===== config.mk =====
export PLATFORM = sky130hd
export DESIGN_NAME = qrm_div_step
export DESIGN_NICKNAME = d
export VERILOG_FILES = /design/src/rtl/qrm_pkg.sv /design/src/rtl/qrm_div_step.sv
export SDC_FILE = /design/constraint.sdc
export NUM_CORES = 1
export LEC_CHECK = 0
export ABC_AREA = 1
export BUFFER_PORTS_ARGS = -buffer_cell sky130_fd_sc_hd__buf_4
export CAP_MARGIN = 25
export CORE_AREA = 8 8 379 381
export DETAILED_ROUTE_END_ITERATION = 8
export DIE_AREA = 0 0 387 389
export GPL_ROUTABILITY_DRIVEN = 1
export PLACE_DENSITY_LB_ADDON = 0.3
export SLEW_MARGIN = 25
export SYNTH_ARGS = -nofsm -noshare
export SYNTH_HDL_FRONTEND = slang
export SYNTH_SLANG_ARGS = --single-unit

===== constraint.sdc =====
create_clock -name aclk -period 3 [get_ports aclk]
set_input_delay 0.45 -clock aclk [delete_from_list [all_inputs] [get_ports aclk]]
set_output_delay 0.45 -clock aclk [all_outputs]
set_load 0.01 [all_outputs]

===== src/rtl/qrm_pkg.sv =====
// Package for the quaternion to rotation matrix pipeline.
// Holds the channel word types, the division stage word and fixed widths.
// No dependencies.
package qrm_pkg;

    // Numerator magnitude, denominator and quotient widths
    localparam int NUM_W   = 34;
    localparam int DEN_W   = 33;
    localparam int QUO_W   = 16;
    localparam int LANES   = 9;
    localparam int PROD_W  = 32;
    localparam int SUM_W   = 35;
    localparam logic signed [15:0] ONE_Q14 = 16'sd16384;

    typedef struct packed {
        logic signed [15:0] quat_w;
        logic signed [15:0] quat_x;
        logic signed [15:0] quat_y;
        logic signed [15:0] quat_z;
    } quat_in_t;

    typedef struct packed {
        logic signed [15:0] m00;
        logic signed [15:0] m01;
        logic signed [15:0] m02;
        logic signed [15:0] m10;
        logic signed [15:0] m11;
        logic signed [15:0] m12;
        logic signed [15:0] m20;
        logic signed [15:0] m21;
        logic signed [15:0] m22;
        logic               zero_norm;
    } mat_out_t;

    // Word carried through the bit-serial division stages
    typedef struct packed {
        logic [LANES-1:0][NUM_W-1:0] rem;
        logic [LANES-1:0][QUO_W-1:0] quo;
        logic [LANES-1:0]            neg;
        logic [DEN_W-1:0]            den;
        logic                        zero_norm;
    } div_word_t;

endpackage


===== src/rtl/qrm_div_step.sv =====
// One restoring division step: one quotient bit for each of the nine lanes.
// Depends on qrm_pkg.
module qrm_div_step (
    input  logic               aclk,
    input  logic               en,
    input  qrm_pkg::div_word_t in_word,
    output qrm_pkg::div_word_t out_word
);
    import qrm_pkg::*;

    div_word_t        out_reg, out_next;
    logic [NUM_W-1:0] diff;
    logic             take;

    // Trial subtract, shift in the bit, double the remainder
    always_comb begin
        out_next = in_word;
        for (int i = 0; i < LANES; i++) begin
            take = (in_word.rem[i] >= NUM_W'(in_word.den));
            diff = in_word.rem[i] - NUM_W'(in_word.den);
            out_next.quo[i] = {in_word.quo[i][QUO_W-2:0], take};
            out_next.rem[i] = take ? {diff[NUM_W-2:0], 1'b0}
                                   : {in_word.rem[i][NUM_W-2:0], 1'b0};
        end
    end

    always_ff @(posedge aclk) begin
        if (en) begin
            out_reg <= out_next;
        end
    end

    assign out_word = out_reg;

endmodule


* Word level (Yosys, flattened, before mapping)
Index checks and enable logic that the tools add are counted.
** Operators by class
- Reduce and logical (&&, ||, !) cells :: 0
- Bitwise operators :: 0
- Multiply operators :: 0
- Order comparisons :: 9
- Shift operators :: 0
- Muxes and demuxes :: 9
- Divide/modulo/power cells :: 0
- Add/sub/neg operators :: 9
- Equal/unequal tests :: 0
** Operator list (count)
- 34-bit by 33-bit greater-or-equal comparator with 1-bit output :: 9
- 34-bit 2-to-1 mux :: 9
- 33-bit subtractor :: 9
** Word-level totals
- Latch bits :: 0
- Flip-flop bits (word level) :: 493
- Output and inout port bits :: 493
- Memories kept :: 0
- RAM bits :: 0
- Memory bits (read-only) :: 0

* Longest topological paths before layout
- Depth after elaboration :: 2
- Depth in mapped cells :: 17
- Depth with buffers taken out :: 16

* Worst setup path before layout
No wires, ideal clock.
- Path type :: input to register
- Start point :: input in_word[2] (netlist bit)
- End point :: register out_reg, in the netlist out_word[380], data pin
- Path slack :: 0.494 ns
- Stages :: 15
- Arrival time :: 2.254 ns
- Path through :: inv_1 -> fa_1 -> nand2_1 -> nand2_1 -> nand3_1 -> nand2_1 -> nand2_1 -> nand2_2 -> nand2_2 -> nand2_2 -> nand2_4 -> nand2_4 -> buf_6 -> nand2_1 -> nand2_1
** RTL lines
- from (decl) :: line qrm_div_step.sv:6 : input qrm_pkg::div_word_t in_word,
- to (signal assigned) :: line qrm_div_step.sv:29 : out_reg <= out_next;
- to (decl) :: line qrm_div_step.sv:11 : div_word_t out_reg, out_next;

==> metrics.csv <==
stage,metric,value,unit
detailed_routing,vias,45128,
timing,crit path time final,2.85,ns
finish,post-route cell area,58300,sq um
timing,final hold vios,0,
setup_path,crit path DAT,3.25,ns
detailed_routing,DR pass1 iterations,7,
place,Post-DP HPWL,173,mm
finish,Final nets,8502,
die,Starting Density,0.307,
status,status,completed,
power_and_ir_drop,Power Density,454,nW/um^2
timing,hold slack,0.0893,ns
synthesis,ys flop type,edfxtp_1,
min_path,Hold Path Cell Cnt,1,
setup_path,worst-path maximum fanout,5,
die,Core Region,138000,sq um
detailed_routing,First DRT Iteration DRCs,3446,
detailed_routing,Final ANT Viol Nets,0,
detailed_routing,DRC,0,
synthesis,"EDFF count, synth",484,
setup_path,CP Class,in2reg,
synthesis,"top cells by count, synth","nand2_1 (2635), inv_1 (1141), nand3_1 (488)",
global_routing,vias in the first global route,43667,
timing,setup_tns,0,ns
power_and_ir_drop,peak supply drop,0.460,mV
die,Die Ht,389,um
setup_path,crit end category,flop,
min_path,Hold Crit Endpoint,out_word[10]$_DFFE_PP_,
timing,Final period util,0.949,
global_routing,initial antenna violation count,44,
cts,H-Tree Level Count,2,
setup_path,"Data required, critical path",3.40,ns
timing,Fmax,0.351,GHz
global_routing,largest net degree at the start of global routing,62,
detailed_routing,vias per std cell,4.71,
synthesis,post-synth cell types,36,
place,Port Buf Inserts,969,
finish,share of cells above drive strength 1,0.203,
timing,RSZ-0062 raised after global routing,no,
synthesis,"count leader, synth",nand2_1,
timing,setup violators final,0,
die,number of core rows,137,
timing,final worst slack,0.152,ns
setup_path,Critical Path Source Type,input pin,
detailed_routing,met2 WL,97.2,mm
finish,number of flip-flops in the largest register,484,
place,dpl ws,0.0443,ns
cts,CTS sink count,484,
finish,Area Overhead vs Synth,37.5,%
cts,Max clock buf depth,3,
timing,Final Max Tran Viols,0,
cts,Worst-path clk slew,0.06,ns
synthesis,Mapped Area,42400,sq um
min_path,Hold WC Path Type,in2reg,
timing,Slew HR,0.463,
timing,slew at the pin closest to its max-slew limit,0.806,ns
finish,number of fill cells in the layout,14300,
synthesis,Syn Inst Count,6255,
global_routing,gr usage total,0.266,
cts,Num CTS Buffers,61,
flow_run,max-cap viol count,0,
detailed_routing,Post-Route WL,211,mm
synthesis,Yosys top cell by area,edfxtp_1,
place,dpl cell area,54400,sq um
detailed_routing,routed length on met3,15.3,mm
synthesis,syn avg cell area,6.78,sq um
global_routing,first-pass GRT wire length,299,mm
finish,Final Util,0.423,
detailed_routing,WL/cell,22.0,um
detailed_routing,highest metal used,met5,
cts,setup fix buffers added after clock tree synthesis,0,
global_routing,grt ovf,0,
synthesis,Syn. warnings,0,
synthesis,synth top area cells,"edfxtp_1 (34%), nand2_1 (23%), inv_1 (10%)",
synthesis,number of register bits inferred by synthesis,484,
place,gpl congestion,0.964,
die,Die Area,151000,sq um
cts,Root Driver,clkbuf_16,
power_and_ir_drop,Leak,0.0316,uW
synthesis,register area share after synthesis,0.343,
synthesis,Synth async-reset ratio,0,
die,I/O pin cnt,988,
synthesis,area share of the largest cell type after synthesis,0.343,
cts,CTS tree,yes,
die,die width,387,um
detailed_routing,M1 wire length,87.4,mm
min_path,HP Start,in_word[10],
## worst max-delay path by stage
stage                     cells past startpoint  slack (ns)         from                 endpoint
after CTS                                    15        0.21  in_word[25]  out_word[320]$_DFFE_PP_
after global placement                       12        0.08  in_word[30]  out_word[188]$_DFFE_PP_
after floorplan                              15        0.49   in_word[2]  out_word[380]$_DFFE_PP_
after detailed placement                     16        0.04   in_word[6]  out_word[217]$_DFFE_PP_
final                                        15        0.15   in_word[9]  out_word[317]$_DFFE_PP_
after global routing                         15        0.02  in_word[25]  out_word[320]$_DFFE_PP_
## kinds of logic (layout without fill, tap and decap cells)
logic type,count (synthesis),count (layout),synth area share
xor gates and xnor gates,127,127,0.0262
other,1,26,0.0000884
adders and majority gates,306,306,0.0919
AOI/OAI and AO/OA,220,220,0.0270
DFF,484,484,0.343
and+or+nand+nor,3876,3876,0.394
buffers and inverters,1241,2730,0.118
## cell usage in the layout (no fill, tap or decap), drive strengths merged, types with 10 or more instances in the layout
| cell | synthesis | final |
|---|---|---|
| nand3b | 101 | 101 |
| clkbuf | 0 | 69 |
| nand2 | 2669 | 2669 |
| o21ai | 16 | 16 |
| nor2 | 386 | 386 |
| dlygate4sd3 | 0 | 176 |
| diode | 0 | 17 |
| a21oi | 187 | 187 |
| xnor2 | 10 | 10 |
| and2 | 36 | 36 |
| edfxtp | 484 | 484 |
| nor3 | 85 | 85 |
| inv | 1150 | 1136 |
| or2 | 18 | 18 |
| nand3 | 577 | 577 |
| buf | 91 | 1290 |
| clkinv | 0 | 44 |
| xor2 | 117 | 117 |
| ha | 297 | 297 |
## per-stage QoR
step,total power (uW),cells
global placement,18600,9269
global route,27900,9563
floorplan,13800,6263
detailed placement,18600,9269
finish,26500,9576
CTS,26700,9559
## per-layer routing
metal | global-route usage | vias up
li1 | - | 22437
met1 | 0.331 | 20770
met3 | 0.0544 | 315
met4 | 0.113 | 24
met5 | 0 | -
met2 | 0.449 | 1582
## critical path, stage by stage
cell and delay (ns):
dlygate4sd3_1 0.62, buf_4 0.15, clkinv_1 0.10, buf_4 0.24
ha_1 0.33, buf_4 0.12, nand2_1 0.10, nor2_1 0.19
nand3_1 0.10, nand2_1 0.23, nand2_1 0.11, nand2_1 0.09
nand2_1 0.05, nand3_1 0.21, nand2_1 0.13
## where the power goes
group | internal [uW] | switching (uW)
Sequential | 8540 | 400
Combinational | 3880 | 5880
Clock | 4570 | 3240
## final cells by class
class | count | area [sq um] | area share
Multi-Input combinational cell | 4538 | 22900 | 0.392
Sequential cell | 484 | 14500 | 0.249
Timing Repair Buffer | 1466 | 12200 | 0.209
Clock buffer | 69 | 1580 | 0.0271
Inverter | 1150 | 4320 | 0.0741
Tap cell | 1807 | 2260 | 0.0388
Antenna cell | 17 | 42.5 | 0.000730
Clock inverter | 45 | 512 | 0.00878
## what timing repair did
item	CTS	global route
hold endpoints to repair	176	0
hold buffers	176	0
setup endpoints to repair	0	1
resized for setup	0	2
Note: power is estimated with default switching activity, not from simulation.
