### src/rtl/qrm_pkg.sv
// Package for the quaternion to rotation matrix pipeline.
// Holds the channel word types, the division stage word and fixed widths.
// No dependencies.
package qrm_pkg;

    // Numerator magnitude, denominator and quotient widths
    localparam int NUM_W   = 34;
    localparam int DEN_W   = 33;
    localparam int QUO_W   = 16;
    localparam int LANES   = 9;
    localparam int PROD_W  = 32;
    localparam int SUM_W   = 35;
    localparam logic signed [15:0] ONE_Q14 = 16'sd16384;

    typedef struct packed {
        logic signed [15:0] quat_w;
        logic signed [15:0] quat_x;
        logic signed [15:0] quat_y;
        logic signed [15:0] quat_z;
    } quat_in_t;

    typedef struct packed {
        logic signed [15:0] m00;
        logic signed [15:0] m01;
        logic signed [15:0] m02;
        logic signed [15:0] m10;
        logic signed [15:0] m11;
        logic signed [15:0] m12;
        logic signed [15:0] m20;
        logic signed [15:0] m21;
        logic signed [15:0] m22;
        logic               zero_norm;
    } mat_out_t;

    // Word carried through the bit-serial division stages
    typedef struct packed {
        logic [LANES-1:0][NUM_W-1:0] rem;
        logic [LANES-1:0][QUO_W-1:0] quo;
        logic [LANES-1:0]            neg;
        logic [DEN_W-1:0]            den;
        logic                        zero_norm;
    } div_word_t;

endpackage

### src/rtl/qrm_back.sv
// Back end: halve-and-round the quotients, apply signs, substitute identity.
// Depends on qrm_pkg.
module qrm_back (
    input  logic               aclk,
    input  logic               en,
    input  qrm_pkg::div_word_t in_word,
    output qrm_pkg::mat_out_t  out_word
);
    import qrm_pkg::*;

    logic signed [LANES-1:0][15:0] el;
    logic [QUO_W:0]                rnd;
    logic [15:0]                   q;
    mat_out_t                      out_reg, out_next;

    // Round to nearest, ties away from zero, from the doubled quotient
    always_comb begin
        for (int i = 0; i < LANES; i++) begin
            rnd = {1'b0, in_word.quo[i]} + 17'd1;
            q = rnd[QUO_W:1];
            el[i] = in_word.neg[i] ? -$signed(q) : $signed(q);
        end
        if (in_word.zero_norm) begin
            el = '0;
            el[0] = ONE_Q14;
            el[4] = ONE_Q14;
            el[8] = ONE_Q14;
        end
        out_next = '{m00: el[0], m01: el[1], m02: el[2],
                     m10: el[3], m11: el[4], m12: el[5],
                     m20: el[6], m21: el[7], m22: el[8],
                     zero_norm: in_word.zero_norm};
    end

    always_ff @(posedge aclk) begin
        if (en) begin
            out_reg <= out_next;
        end
    end

    assign out_word = out_reg;

endmodule

### config.mk
export PLATFORM = sky130hd
export DESIGN_NAME = qrm_back
export DESIGN_NICKNAME = d
export VERILOG_FILES = /design/src/rtl/qrm_pkg.sv /design/src/rtl/qrm_back.sv
export SDC_FILE = /design/constraint.sdc
export NUM_CORES = 1
export LEC_CHECK = 0
export BUFFER_PORTS_ARGS = -buffer_cell sky130_fd_sc_hd__buf_2
export CAP_MARGIN = 20
export CORE_AREA = 8 8 242 244
export CTS_CLUSTER_DIAMETER = 60
export DETAILED_ROUTE_END_ITERATION = 6
export DIE_AREA = 0 0 250 252
export HOLD_SLACK_MARGIN = 0.06
export PLACE_DENSITY = 0.55
export SLEW_MARGIN = 20
export SYNTH_ARGS = -nofsm -noshare
export SYNTH_HDL_FRONTEND = slang
export SYNTH_SLANG_ARGS = --single-unit
### constraint.sdc
create_clock -name aclk -period 3.15 [get_ports aclk]
set_clock_uncertainty 0.2 [all_clocks]
set_input_delay 0.315 -clock aclk [delete_from_list [all_inputs] [get_ports aclk]]
set_output_delay 0.315 -clock aclk [all_outputs]
set_load 0.01 [all_outputs]
### After elaboration in Yosys (flattened, before gate mapping)

Cells that the tools add are included.

| storage, ports and cells | value |
|---|---|
| register bits | 145 |
| input port bits | 495 |
| output and inout port bits | 145 |
| word-level logic and storage cells | 37 |

| operators by class | value |
|---|---|
| add/subtract/negate cells | 18 |
| muxes and demuxes | 9 |

Operators by type and width:

| kind | count |
|---|---|
| adder 16 x 1 -> 17 bit, second input constant | 9 |
| two-way mux 16 bit | 9 |
| negator 16 bit | 9 |

### Longest topological paths before layout

| logic depth | value |
|---|---|
| depth after elaboration | 3 |
| gate-level depth with buffers | 10 |
| depth with buffers taken out | 9 |

### Least setup slack after synthesis

OpenSTA, ideal clock, no wires.

| path | value |
|---|---|
| path kind | input to register |
| from | input in_word[93] in the netlist's numbering |
| to | register out_reg (netlist bit out_word[96]) (data pin) |
| library setup time | 0.257 ns |
| arrival time | 2.469 ns |
| required time | 2.693 ns |
| slack | 0.224 ns |
| stages on the path | 8 |
| buffers on the path | 1 |
| path through | clkbuf_1 -> nand4_1 -> nor4_1 -> xor2_1 -> or4_1 -> o41a_1 -> xor2_1 -> nor2_1 |

| on the way | value |
|---|---|
| cells in the longest elaborated chain, start to end | 3 |

RTL lines:

| what | RTL line | text |
|---|---|---|
| start: declaration | qrm_back.sv:6 | `input qrm_pkg::div_word_t in_word,` |
| adder 16 x 1 -> 17 bit (*) | qrm_back.sv:19 | `rnd = {1'b0, in_word.quo[i]} + 17'd1;` |
| negator 16 bit | qrm_back.sv:21 | `el[i] = in_word.neg[i] ? -$signed(q) : $signed(q);` |
| two-way mux 16 bit (*) | qrm_back.sv:21 |  |
| end signal: assignment | qrm_back.sv:37 | `out_reg <= out_next;` |
| end: declaration | qrm_back.sv:14 | `mat_out_t out_reg, out_next;` |

Mark *: on every way between the ends. The rest lies on a longest branch, timed or not.
A chain may end at the register's enable or synchronous reset.

### Final worst setup path

| path | value |
|---|---|
| from | input in_word[44] in the netlist's numbering |
| to | register out_reg (netlist bit out_word[143]) (data pin) |

The elaborated chain is that of the path after synthesis.

==> qor.txt <==
Drt first pass iters - 5
Syn-to-layout area delta - 23.48%
Commonest non-fill, non-tap cell in the layout - buf_2
Register area - 4354 um2
Critical path startpoint category - input pin
Die Area - 63000 um2
Kind of critical path - input pin to register
Number of flops mapped to enable cells by yosys - 145
Vias per Instance - 4.867
DRC violations left - 0
GR Util All Layers - 12.72%
P_int - 4.013 mW
Gpl congestion - 0.9097
Cts bufs inserted - 17
Max reg flops - 145
First-pass GRT wire length - 63.62 mm
Slew headroom - 49.44%
Final Util - 28.30%
Worst EP arrival - 3.04 ns
Setup tns final - 0 ns
Avg Synthesized Cell Area - 8.711 um2
Syn_nets - 1951
CP Capture Type - register
Net switching power - 1.900 mW
Placeable Area - 54660 um2
Tot Pwr - 5.913 mW
Nets - 2221
TritonCTS clock tree - done
Sw frac - 32.13%
Worst VDD drop - 0.3306 mV
Most frequent cells in the layout - buf_2 (298), xnor2_1 (166), nor2_1 (165)
Final Cell Area - 15470 um2
Leakage - 5.702 nW
Area of the multi-input gates - 7604 um2
Hold Fails Final Rpt - 0
Period utilization - 94.90%
Die Wd - 250 um
Final min period - 2.989 ns
Post-route ant nets - 0
Via Count - 11810
Maxcap violations - 0
Synth unique cells - 85
Total gr overflow - 0
Slew Limit Fails - 0
Drt total wl - 41.27 mm
Crit Path Max Fanout - 8
Deepest clock path buffer count - 2
Largest net degree at the start of global routing - 57
Post-synth ARST share - 0%
Max Clock Freq - 334.5 MHz
Min-Delay Path Class - input pin to register
Dpl hpwl - 32.58 mm
Crit path cell chain - dlygate4sd3_1 -> buf_2 -> ha_1 -> xnor2_1 -> ha_1 -> o21ai_0 -> a21oi_1 -> nand2_1 -> o41ai_1 -> xnor2_1 -> nand2b_1
CTS clk-pin slew, worst paths - 0.07 ns
CTS sink cnt - 145
Worst path required time - 3.20 ns
RSZ-0062 raised after global routing - false
FP Rows - 86
Placed instance area - 14830 um2
YS warnings - 0
Status - complete, no violations
DR iter-0 viols - 698
Worst hold slack - 0.1028 ns
# setup viols final - 0
Combinational power share - 24.3%
Root buffer cell - clkbuf_16
CP peak stage delay - 0.56 ns
Power density over cell area - 382.3 nW/um2
Slew @ Worst Pin - 0.7482 ns
Register area share after synthesis - 34.76%
Chip height - 252 um
Slowest stage cell, crit path - dlygate4sd3_1
Mapped Area - 12530 um2
Seq cells post-synth - 145
Buffers on Ports - 300
Htree depth - 4
Cells after synthesis - 1438
Clock Power Share - 35.0%
Starting Density - 22.91%
IO Count - 640
WL/cell - 17.00 um
Top_reg_cell synth - edfxtp_1
Initial antenna violation count - 14
Sequential power share - 40.7%
Share of cells above drive strength 1 - 24.58%
Vias in the first global route - 11440
Number of setup buffers added after CTS - 0
Filler Cell Count - 5858
[worst paths after layout]
kind / from / end / slack, ns / depth (start not counted)
worst max-delay path: in_word[44] / out_word[143]$_SDFFCE_PP1P_ / 0.16 / 11
worst min-delay path: en / out_word[142]$_SDFFCE_PP0P_ / 0.10 / 1
[cells in the mapped netlist, types with 5 or more instances]
cell type  count  area share [%]
o21a_1         8            0.48
a211oi_1       7            0.42
nand3_1       69             2.8
nand2_1       84             2.5
ha_1          18             1.8
and3_1        48             2.4
nand4_1       45             2.2
nor3_1        67             2.7
inv_1         24            0.72
mux2i_1        8            0.64
o21ai_0       60             2.4
a21oi_1       57             2.3
nand2b_1      14            0.70
o41ai_1       12            0.84
a31oi_1       25             1.2
or3_1         16            0.80
a311oi_1       7            0.49
or4_1          6            0.36
xor2_1        74             5.2
clkbuf_1      65             1.9
o211ai_1       7            0.42
nor4_1        30             1.5
a21bo_2        5            0.40
buf_2         22            0.88
nor2b_1        5            0.25
edfxtp_1     145              35
and4_1        23             1.6
and2_1        16            0.80
nand3b_1       6            0.36
mux2_2        11            0.99
and3b_1        6            0.42
o31ai_1       22             1.3
nor2_1       165             4.9
xnor2_1      166              12
[power by group through the flow]
stage | sequential (mW) | clock [mW] | combinational (mW)
after floorplan | 2.53 | 0 | 0.756
after global placement | 2.45 | 0 | 1.43
after detailed placement | 2.45 | 0 | 1.44
after CTS | 2.41 | 2.17 | 1.45
after global routing | 2.42 | 2.21 | 1.59
final | 2.41 | 2.07 | 1.44
[timing repair]
| item | CTS | global route |
|---|---|---|
| endpoints found under the setup margin | 0 | 1 |
| resized for setup | 0 | 2 |
| hold buffers | 5 | 0 |
| endpoints found under the hold margin | 4 | 0 |
[layer usage]
layer | wire length [um] | share of wire, % | global-route usage, %
met3 | 4003 | 9.7 | 5.855
met2 | 18290 | 44 | 19.65
met5 | 108 | 0.26 | 0
met4 | 854 | 2.1 | 4.988
met1 | 18010 | 44 | 15.30
[kinds of logic (layout without fill, tap and decap cells)]
| group | Yosys count | after routing | share of synthesized area [%] |
|---|---|---|---|
| simple gates | 634 | 634 | 26.72 |
| xor+xnor | 240 | 240 | 16.78 |
| mux | 19 | 19 | 1.628 |
| flops | 145 | 145 | 34.76 |
| compound gates | 256 | 256 | 13.69 |
| fa+ha+maj | 18 | 18 | 1.798 |
| other cells | 0 | 2 | 0 |
| buf+inv | 126 | 409 | 4.625 |
[cell type report]
type                            instances  area share [%]
Antenna cell                            2         0.03236
Clock buffer                           17           2.750
Clock inverter                         15          0.9707
Inverter                               24          0.5824
Multi-Input combinational cell       1167           49.16
Sequential cell                       145           28.15
Tap cell                              704           5.695
Timing Repair Buffer                  353           12.66
[critical path: cells and delay by family]
| kind | cells | cell delay (ns) |
|---|---|---|
| AOI/OAI and AO/OA | 3 | 0.83 |
| buffers and inverters | 2 | 0.74 |
| adders and majority gates | 2 | 0.47 |
| xor gates and xnor gates | 2 | 0.42 |
| and+or+nand+nor | 2 | 0.26 |
[stage by stage]
step           setup slack, ns  cells
2_1_floorplan           0.2244   1438
3_3_place_gp            0.1040   2388
3_5_place_dp            0.1050   2388
4_1_cts                 0.1778   2425
5_1_grt               0.007190   2427
6_report                0.1607   2427
No activity file was read; power rests on OpenSTA's default activity.
